===== src/sv/assert_macros.svh =====
`ifndef ASSERT_MACROS_SVH
`define ASSERT_MACROS_SVH

// same-cycle implication
`define SWVS_ASSERT_IMPL(lbl, clk, rst, ante, cons) \
   lbl: assert property (@(posedge clk) disable iff (rst) (ante) |-> (cons)) \
      else $error("assertion failed");

// next-cycle implication
`define SWVS_ASSERT_NEXT(lbl, clk, rst, ante, cons) \
   lbl: assert property (@(posedge clk) disable iff (rst) (ante) |=> (cons)) \
      else $error("assertion failed");

`endif


===== src/sv/swvs_pkg.sv =====
package swvs_pkg;

   localparam int SAMPLE_W           = 32;
   localparam int WIN_W              = 11;
   localparam int CNT_W              = 12;
   localparam int TOTAL_W            = 44;
   localparam int VAR_W              = 63;
   localparam int FRAC_W             = 16;
   localparam int MAG_A_W            = 33;
   localparam int MAG_B_W            = 34;
   localparam int PROD_W             = MAG_A_W + MAG_B_W;
   localparam int SQ_W               = PROD_W - FRAC_W;
   localparam int DIV_CNT_W          = 6;
   localparam int WINDOW_MAX_DEFAULT = 2048;

   localparam logic [WIN_W-1:0] WINDOW_RESET = WIN_W'(730);
   localparam logic [WIN_W-1:0] WINDOW_MIN   = WIN_W'(2);
   localparam logic [CNT_W-1:0] COUNT_MAX    = CNT_W'(4095);
   localparam logic [VAR_W-1:0] VAR_MAX      = {VAR_W{1'b1}};

   typedef struct packed {
      logic busy;
      logic done;
   } div_stat_type;

endpackage


===== src/sv/swvs_div.sv =====
module swvs_div
   import swvs_pkg::*;
(
   input  logic                 clock,
   input  logic                 reset,
   input  logic                 start,
   input  logic [TOTAL_W-1:0]   dividend,
   input  logic [WIN_W-1:0]     divisor,
   output logic [TOTAL_W-1:0]   quotient,
   output div_stat_type         status
);

   logic [WIN_W-1:0]     rem_ff;
   logic [TOTAL_W-1:0]   quo_ff;
   logic [DIV_CNT_W-1:0] cnt_ff;
   logic                 run_ff;
   logic                 done_ff;
   logic [WIN_W:0]       trial;
   logic                 fits;
   logic [WIN_W:0]       rem_in;

   assign trial  = {rem_ff, quo_ff[TOTAL_W-1]};
   assign fits   = trial >= {1'b0, divisor};
   assign rem_in = fits ? trial - {1'b0, divisor} : trial;

   always_ff @(posedge clock) begin
      if (reset) begin
         run_ff  <= 1'b0;
         done_ff <= 1'b0;
         cnt_ff  <= '0;
      end else begin
         done_ff <= 1'b0;
         if (start) begin
            rem_ff <= '0;
            quo_ff <= dividend;
            cnt_ff <= '0;
            run_ff <= 1'b1;
         end else if (run_ff) begin
            rem_ff <= rem_in[WIN_W-1:0];
            quo_ff <= {quo_ff[TOTAL_W-2:0], fits};
            cnt_ff <= cnt_ff + 1'b1;
            if (cnt_ff == DIV_CNT_W'(TOTAL_W - 1)) begin
               run_ff  <= 1'b0;
               done_ff <= 1'b1;
            end
         end
      end
   end

   assign quotient    = quo_ff;
   assign status.busy = run_ff;
   assign status.done = done_ff;

endmodule


===== config.mk =====
export PLATFORM = sky130hd
export DESIGN_NAME = swvs_div
export DESIGN_NICKNAME = d
export VERILOG_FILES = /design/src/sv/assert_macros.svh /design/src/sv/swvs_pkg.sv /design/src/sv/swvs_div.sv
export SDC_FILE = /design/constraint.sdc
export NUM_CORES = 1
export LEC_CHECK = 0
export ABC_AREA = 1
export BUFFER_PORTS_ARGS = -buffer_cell sky130_fd_sc_hd__buf_2
export CAP_MARGIN = 20
export CORE_MARGIN = 2
export CORE_UTILIZATION = 55
export DETAILED_ROUTE_END_ITERATION = 8
export PLACE_DENSITY = 0.95
export SLEW_MARGIN = 20
export SYNTH_ARGS = -nofsm -noshare
export SYNTH_HDL_FRONTEND = slang
export SYNTH_SLANG_ARGS = --single-unit

===== constraint.sdc =====
create_clock -name clock -period 6.8 [get_ports clock]
set_clock_uncertainty 0.2 [all_clocks]
set_input_delay 1.36 -clock clock [delete_from_list [all_inputs] [get_ports clock]]
set_output_delay 1.36 -clock clock [all_outputs]
set_load 0.05 [all_outputs]

# Word-level counts from Yosys, hierarchy flattened
# Index checks and enable logic that the tools add are counted.
# totals
output_inout_bits	46
word_cells	23
register_bits	63
# op_classes
magnitude_cmp	1
n_eq_ne	1
bitwise	2
n_reduce_logical	4
addsub	2
muxes	8
# ops
cell	count
$mux W44	2
$mux W11	2
$ge A12 B11 Y1	1
$sub A11 B11 Y11	1
$add A6 B1 Y6 const B	1
$eq A6 B6 Y1 const B	1
$mux W1	4
$reduce_or A3 Y1	1
$not A1 Y1	2
$reduce_and A2 Y1	1
$reduce_bool A2 Y1	1
$reduce_or A2 Y1	1

# Longest topological paths before layout
# Gate-level depths: netlist of the first run.
# logic_depth
depth_word	4
mapped_depth	12
ltp_nobuf	12

# Worst setup path after synthesis of the first run
# Ideal clock, no wire load.
# synth_path
path_kind	input -> register
start	input start
end	register quo_ff[0], in the netlist quotient[0], enable pin
arrival_time_ns	4.162
setup_time_ns	0.488
path_stages	2
required_time_ns	6.112
slack_ns	1.949
cell_sequence	inv_2 > a21oi_1
# synth_between
elab_chain_len	2
# synth_rtl
element	line_no	rtl
from (decl)	swvs_div.sv:6	input logic start,
$reduce_bool A2 Y1 (no source line)	-	
$reduce_and A2 Y1 (no source line)	-	
to (signal assigned)	swvs_div.sv:35	quo_ff <= dividend;
to (signal assigned)	swvs_div.sv:40	quo_ff <= {quo_ff[TOTAL_W-2:0], fits};
to (decl)	swvs_div.sv:14	logic [TOTAL_W-1:0] quo_ff;
# No other way between the ends.
# A chain may end at the register's enable or synchronous reset.

# Worst setup path after layout of the first run
# layout_path
start	input start
end	register quo_ff[11], in the netlist quotient[11], enable pin
# The elaborated chain is that of the path after synthesis.

==> results of run 1 <==
worst paths after layout:
check	start	cells past startpoint	slack (ns)	end
worst max register to register	quotient[43]$_DFFE_PP_	11	4.09	rem_ff[10]$_SDFFCE_PP0P_
worst min-delay path	cnt_ff[5]$_SDFFE_PP0P_	1	0.28	cnt_ff[5]$_SDFFE_PP0P_
worst min register to register	cnt_ff[5]$_SDFFE_PP0P_	1	0.28	cnt_ff[5]$_SDFFE_PP0P_
worst max-delay path	start	4	3.00	quotient[11]$_DFFE_PP_
cell families after synthesis:
logic type	after synthesis	share of synthesized area, %
AO/OA/AOI/OAI	15	2.299
adder cells (fa/ha/maj)	13	4.809
flip-flops	63	51.20
AND/OR/NAND/NOR	274	32.71
buffers and inverters	70	8.239
XOR/XNOR	3	0.7427
layout by cell type, fill, tap and decap left out, types with 2 or more instances in the layout:
cell,n
nor2_2,11
clkbuf_8,9
nand3_1,13
nand3_2,4
edfxtp_1,55
dfxtp_1,8
ha_1,12
xor2_1,2
nor3_1,3
o21ai_0,3
nand4_1,12
a21oi_1,9
nand2_1,200
inv_1,53
nor2_1,27
buf_2,103
nand2_2,2
clkinv_1,2
bufinv_16,3
sequential cells by signal, indices dropped and copies added (netlist names):
register / count
cnt_ff: 6
run_ff: 1
done_ff: 1
quotient: 44
rem_ff: 11
worst reg2reg max path: stages (launching register included):
cell	delay, ns
edfxtp_1	0.38
inv_1	0.10
ha_1	0.19
fa_1	0.22
inv_1	0.08
nand3_1	0.10
nand3_2	0.13
nand3_2	0.24
nand3_2	0.11
nor2_2	0.60
nor2_1	0.11
nor2_1	0.12
power groups by stage:
stage	clock [mW]	sequential, mW	combinational [mW]
after CTS	0.390	0.470	0.254
after global placement	0	0.478	0.242
after detailed placement	0	0.477	0.251
after floorplan	0	0.536	0.130
final	0.391	0.471	0.256
after global routing	0.409	0.473	0.280
through the flow:
| step | utilization (%) | hold slack [ns] | setup slack [ns] |
|---|---|---|---|
| 4_1_cts | 68.75 | 0.2781 | 3.009 |
| 6_report | 68.75 | 0.2837 | 3.002 |
| 5_1_grt | 68.75 | 0.3081 | 2.780 |
| 3_5_place_dp | 65.00 | 0.2531 | 2.671 |
| 2_1_floorplan | - | 0.2217 | 1.949 |
| 3_3_place_gp | 65.00 | 0.2326 | 2.755 |
metal layers:
layer	track usage, %	vias to the layer above	wire length [µm]
met5	0	-	0
met4	8.944	0	143
met1	33.20	1509	3621
li1	-	1580	-
met2	39.97	174	4170
met3	5.506	16	715
area by class of cell:
class                           instances  area, µm²
Clock buffer                            9      123.9
Clock inverter                          7      111.4
Fill cell                             449       1962
Inverter                               54      202.7
Multi-Input combinational cell        305       1446
Sequential cell                        63       1812
Tap cell                               77      96.34
Timing Repair Buffer                  104      523.0
==> metrics.md, run 1 <==
| Metric | Value |
|---|---|
| Final-report hold violation count | `0` |
| Chip height | `84.21 µm` |
| Core Area | `6277 µm²` |
| DRT antenna net count | `0` |
| Most numerous cell in the Yosys netlist | `nand2_1` |
| CP top delay family | `buffers and inverters` |
| Slew HR | `38.67%` |
| Register share of total power | `42.1%` |
| Aggregate global routing overflow | `0` |
| CP peak stage delay | `0.64 ns` |
| Chain of cells forming the critical path | `buf_2 -> inv_2 -> a21oi_4 -> buf_4` |
| Post-Syn Nets | `509` |
| Hold crit path type | `reg2reg` |
| Max Freq | `0.2633 GHz` |
| Vias in the first global route | `3,094` |
| Net Sw Power | `347.2 µW` |
| H-Tree Depth | `3` |
| Crit path DAT | `3.57 ns` |
| CP Buf/Inv Count | `3` |
| DRT Pass-1 Iters | `5` |
| Antenna violations before repair | `0` |
| Leak pwr | `2.237 nW` |
| Starting Density | `56.37%` |
| VDD IR max | `0.0001732 V` |
| Total GRT Usage | `24.78%` |
| Startpoint types | `input pin` |
| Slowest-stage cell, CP | `buf_2` |
| Final Setup Violations | `0` |
| Pin count of the biggest net entering global routing | `56` |
| Clock Power Share | `35.0%` |
| CTS tree | `built` |
| Switching part of the total | `31.05%` |
| Pint | `770.9 µW` |
| Cells after Synth | `438` |
| Final Cycle Share | `55.86%` |
| Sequential area share after synthesis | `51.20%` |
| DR vias | `3,279` |
| Drt wl/cell | `13.98 µm` |
| Die footprint | `7091 µm²` |
| First-pass GRT wire length | `14,060 µm` |
| # IOs | `104` |
| Ranking of synthesized cells by area | `edfxtp_1, nand2_1, inv_1` |
| Outcome | `finished, final reports clean` |
| Cell row count | `29` |
| Die Width | `84.21 µm` |
| Bufs on Longest Clock Path | `2` |
| Cell accounting for the most synthesized area | `edfxtp_1` |
| PortBufs | `103` |
| ANT cells | `0` |
| Post-Syn Area per Cell | `8.079 µm²` |
| Routability congestion estimate | `0.8775` |
| Post-synth EDFFs | `55` |
| Max cap viols | `0` |
| CTS Buf Count | `9` |
| Required time of the critical path | `6.57 ns` |
| Post-DP HPWL | `5953 µm` |
| DRC viols | `0` |
| Area Growth Syn to Fin | `21.96%` |
| Tightest Pin Transition | `0.9200 ns` |
| Layout Cells excl Fill | `619` |
| Comb pwr share | `22.9%` |
| Setup bufs post-CTS | `0` |
| Top cells by count, synth | `nand2_1, edfxtp_1, inv_1` |
| RSZ-0062 raised after global routing | `false` |
| Seq cells post-synth | `63` |
| Placed insts | `603` |
| Synthesized area | `3538 µm²` |
| Num Clock Sinks | `63` |
| Synth warn | `0` |
| Routed wire length | `8651 µm` |
| Design Power | `1.118 mW` |
| Area share of the largest cell type after synthesis | `46.68%` |
| Final Max Tran Viols | `0` |
| Finished Cell Area | `4315 µm²` |
| Post-CTS Hold Fix Bufs | `0` |
| Worst Setup Path Type | `in2reg` |
| Clk_lat worst skew | `0.34 ns` |
| Post-CTS resize count | `0` |
| Reg clk slew, reported paths | `0.06 ns` |
| Share of post-route cells with drive strength above 1 | `25.83%` |
| Nets | `608` |
| Ys flop type | `edfxtp_1` |
| CTS root buffer | `clkbuf_8` |
| Min Tclk post-route | `3.798 ns` |
| Cell Pwr Density | `259.1 nW/µm²` |
| Sum Neg Setup Slack | `0 ns` |
| Synth cell types | `27` |
| Crit end category | `register` |
| Max FO, Critical Path | `55` |
| Vias per inst | `5.297` |
| Asr flop ratio synth | `0%` |
| Area post-placement | `4080 µm²` |
| Detailed Route Iter0 Violations | `300` |
(Power assumes the default switching activity.)
==> inputs of run 2 (changes only) <==
--- a/config.mk
+++ b/config.mk
@@ -5,13 +5,13 @@
 export SDC_FILE = /design/constraint.sdc
 export NUM_CORES = 1
 export LEC_CHECK = 0
-export ABC_AREA = 1
+export ABC_AREA = 0
 export BUFFER_PORTS_ARGS = -buffer_cell sky130_fd_sc_hd__buf_2
 export CAP_MARGIN = 20
 export CORE_MARGIN = 2
-export CORE_UTILIZATION = 55
+export CORE_UTILIZATION = 46
 export DETAILED_ROUTE_END_ITERATION = 8
-export PLACE_DENSITY = 0.95
+export PLACE_DENSITY = 0.87
 export SLEW_MARGIN = 20
 export SYNTH_ARGS = -nofsm -noshare
 export SYNTH_HDL_FRONTEND = slang
==> constraint.sdc (replaced) <==
create_clock -name clock -period 3.2 [get_ports clock]
set_clock_uncertainty 0.2 [all_clocks]
set_input_delay 0.64 -clock clock [delete_from_list [all_inputs] [get_ports clock]]
set_output_delay 0.64 -clock clock [all_outputs]
set_load 0.05 [all_outputs]
==> run 2 against run 1 <==
Total power is 100% higher. Cell count is 27% lower. Clock power is 80% higher. First-iteration DRC count is 67% lower. Via count is 31% lower. Synthesized cell count is 44% lower. Utilization is 9.1 points lower. Sequential power is 110% higher. Die area is 9.5% higher. Final area is 5.6% lower. Area after synthesis is 8.0% lower. Largest power group unchanged.
==> metrics.md, run 2 <==
| Metric | Value |
|---|---|
| Num Clock Sinks | `63` |
| Worst Setup Path Type | `reg2reg` |
| Routed wire length | `6728 µm` |
| Final Cycle Share | `87.00%` |
| Reg clk slew, reported paths | `0.07 ns` |
| Final Max Tran Viols | `0` |
| Detailed Route Iter0 Violations | `99` |
| Footprint of the multi-input gates | `1326 µm²` |
| CTS tree | `built` |
| Die footprint | `7763 µm²` |
| Antenna violations before repair | `0` |
| Switching part of the total | `30.33%` |
| Fill count | `571` |
| Total GRT Usage | `17.40%` |
| Hold crit path type | `reg2reg` |
| CTS root buffer | `clkbuf_8` |
| # IOs | `104` |
| Seq cells post-synth | `63` |
| H-Tree Depth | `3` |
| DRT Pass-1 Iters | `4` |
| Clock Power Share | `31.6%` |
| Net Sw Power | `677.0 µW` |
| Sum Neg Setup Slack | `0 ns` |
| Post-CTS resize count | `0` |
| Area Growth Syn to Fin | `25.14%` |
| Top cells by count, synth | `edfxtp_1, mux2_2, nor2_1` |
| Cell Pwr Density | `548.1 nW/µm²` |
| PortBufs | `103` |
| Vias per inst | `4.993` |
| Asr flop ratio synth | `0%` |
| Die Width | `88.11 µm` |
| Starting Density | `47.64%` |
| Crit end category | `register` |
| Aggregate global routing overflow | `0` |
| Synth Area in Simple Gates | `7.228%` |
| Post-synth EDFFs | `55` |
| VDD IR max | `0.0003559 V` |
| Main combinational cell family by area after synthesis | `multiplexers` |
| Post-Syn Nets | `316` |
| Drt wl/cell | `14.95 µm` |
| DRC viols | `0` |
| Share of post-route cells with drive strength above 1 | `49.15%` |
| Clk_lat worst skew | `0.34 ns` |
| Crit path DAT | `2.67 ns` |
| Xor and xnor area share after synthesis | `2.691%` |
| Ys flop type | `edfxtp_1` |
| Vias in the first global route | `2,159` |
| Post-synthesis mux area share | `17.42%` |
| Leak pwr | `1.690 nW` |
| Tightest Pin Transition | `0.7047 ns` |
| Routability congestion estimate | `0.8911` |
| CTS Buf Count | `9` |
| Min Tclk post-route | `2.784 ns` |
| Pint | `1.555 mW` |
| Core Area | `6832 µm²` |
| Final-report hold violation count | `0` |
| Setup bufs post-CTS | `0` |
| Ranking of synthesized cells by area | `edfxtp_1, mux2_2, dfxtp_1` |
| DR vias | `2,247` |
| Max Freq | `0.3592 GHz` |
| First-pass GRT wire length | `10,070 µm` |
| Area post-placement | `3865 µm²` |
| Post-CTS Hold Fix Bufs | `0` |
| Comb pwr share | `23.7%` |
| Chip height | `88.11 µm` |
| Synth cell types | `40` |
| Synth warn | `0` |
| Most common cell after layout, fill and taps aside | `buf_2` |
| Startpoint types | `register` |
| Cell accounting for the most synthesized area | `edfxtp_1` |
| Final Setup Violations | `0` |
| Adder-cell share of the synthesized area | `5.229%` |
| Max cap viols | `0` |
| RSZ-0062 raised after global routing | `false` |
| Pin count of the biggest net entering global routing | `50` |
| Required time of the critical path | `3.09 ns` |
| Register share of total power | `44.7%` |
| ANT cells | `0` |
| Cell row count | `30` |
| Cells after Synth | `245` |
| Synthesized area | `3254 µm²` |
| DRT antenna net count | `0` |
| Max reg flops | `44` |
| Post-Syn Area per Cell | `13.28 µm²` |
| Slew HR | `53.01%` |
| Nets | `420` |
| Most frequent cells in the layout | `buf_2, edfxtp_1, mux2_2` |
| Register area | `1812 µm²` |
| Outcome | `finished, final reports clean` |
| Most numerous cell in the Yosys netlist | `edfxtp_1` |
| Sequential area share after synthesis | `55.67%` |
| Synth Area in Compound Gates | `7.958%` |
| Area share of the largest cell type after synthesis | `50.75%` |
| Finished Cell Area | `4073 µm²` |
| Max FO, Critical Path | `14` |
| Post-DP HPWL | `4954 µm` |
| Bufs on Longest Clock Path | `2` |
## run 2: path summary, 6_finish.rpt
path | start | to | slack, ns | cells after the start
worst max register to register | quotient[43]$_DFFE_PP_ | rem_ff[10]$_SDFFCE_PP0P_ | 0.42 | 9
worst max-delay path | quotient[43]$_DFFE_PP_ | rem_ff[10]$_SDFFCE_PP0P_ | 0.42 | 9
worst min register to register | cnt_ff[5]$_SDFFE_PP0P_ | cnt_ff[5]$_SDFFE_PP0P_ | 0.29 | 2
worst min-delay path | cnt_ff[5]$_SDFFE_PP0P_ | cnt_ff[5]$_SDFFE_PP0P_ | 0.29 | 2
## run 2: worst max-delay path: stages, from the launching register on
cell	delay [ns]
edfxtp_1	0.41
inv_1	0.12
ha_1	0.19
fa_1	0.21
nand2b_1	0.14
a21o_1	0.19
a21oi_4	0.08
o21ai_2	0.59
nor2_1	0.16
a32o_1	0.25
## run 2: layout make-up
class                   instances  area share, %
repair buffers                105          13.33
clock inverters                 6          1.720
inverters                      17          1.567
well taps                      96          2.949
flip-flops and latches         63          44.49
multi-input cells             153          32.57
clock buffers                  10          3.379
## run 2: logic make-up after synthesis
family	after synthesis
mux	51
buf+inv	29
simple gates	47
fa+ha+maj	13
compound gates	32
xor+xnor	10
flops	63
## run 2: per-stage QoR
stage	hold WS [ns]	power [mW]	utilization [%]	worst slack, ns	cells
4_1_cts	0.2995	2.256	59.62	0.3918	450
2_1_floorplan	0.2441	1.423	-	0.3502	245
5_1_grt	0.3115	2.331	59.62	0.2100	450
3_5_place_dp	0.2859	1.549	56.58	0.1439	434
6_report	0.2938	2.232	59.62	0.4159	450
3_3_place_gp	0.2709	1.530	56.58	0.1981	434
## run 2: layer usage
metal,up-vias,share of wire (%),GRT usage (%)
met3,6,4.8,5.655
met1,1071,38,19.31
met4,0,1.3,6.474
met5,-,0,0
li1,1112,-,-
met2,58,55,31.13
## run 2: power groups by stage
| stage | clock network [mW] | registers (mW) | logic [mW] |
|---|---|---|---|
| 2_1_floorplan | 0 | 1.14 | 0.288 |
| 3_3_place_gp | 0 | 1.01 | 0.515 |
| 3_5_place_dp | 0 | 1.02 | 0.532 |
| 4_1_cts | 0.722 | 0.999 | 0.535 |
| 5_1_grt | 0.753 | 1.00 | 0.573 |
| 6_report | 0.704 | 0.998 | 0.530 |
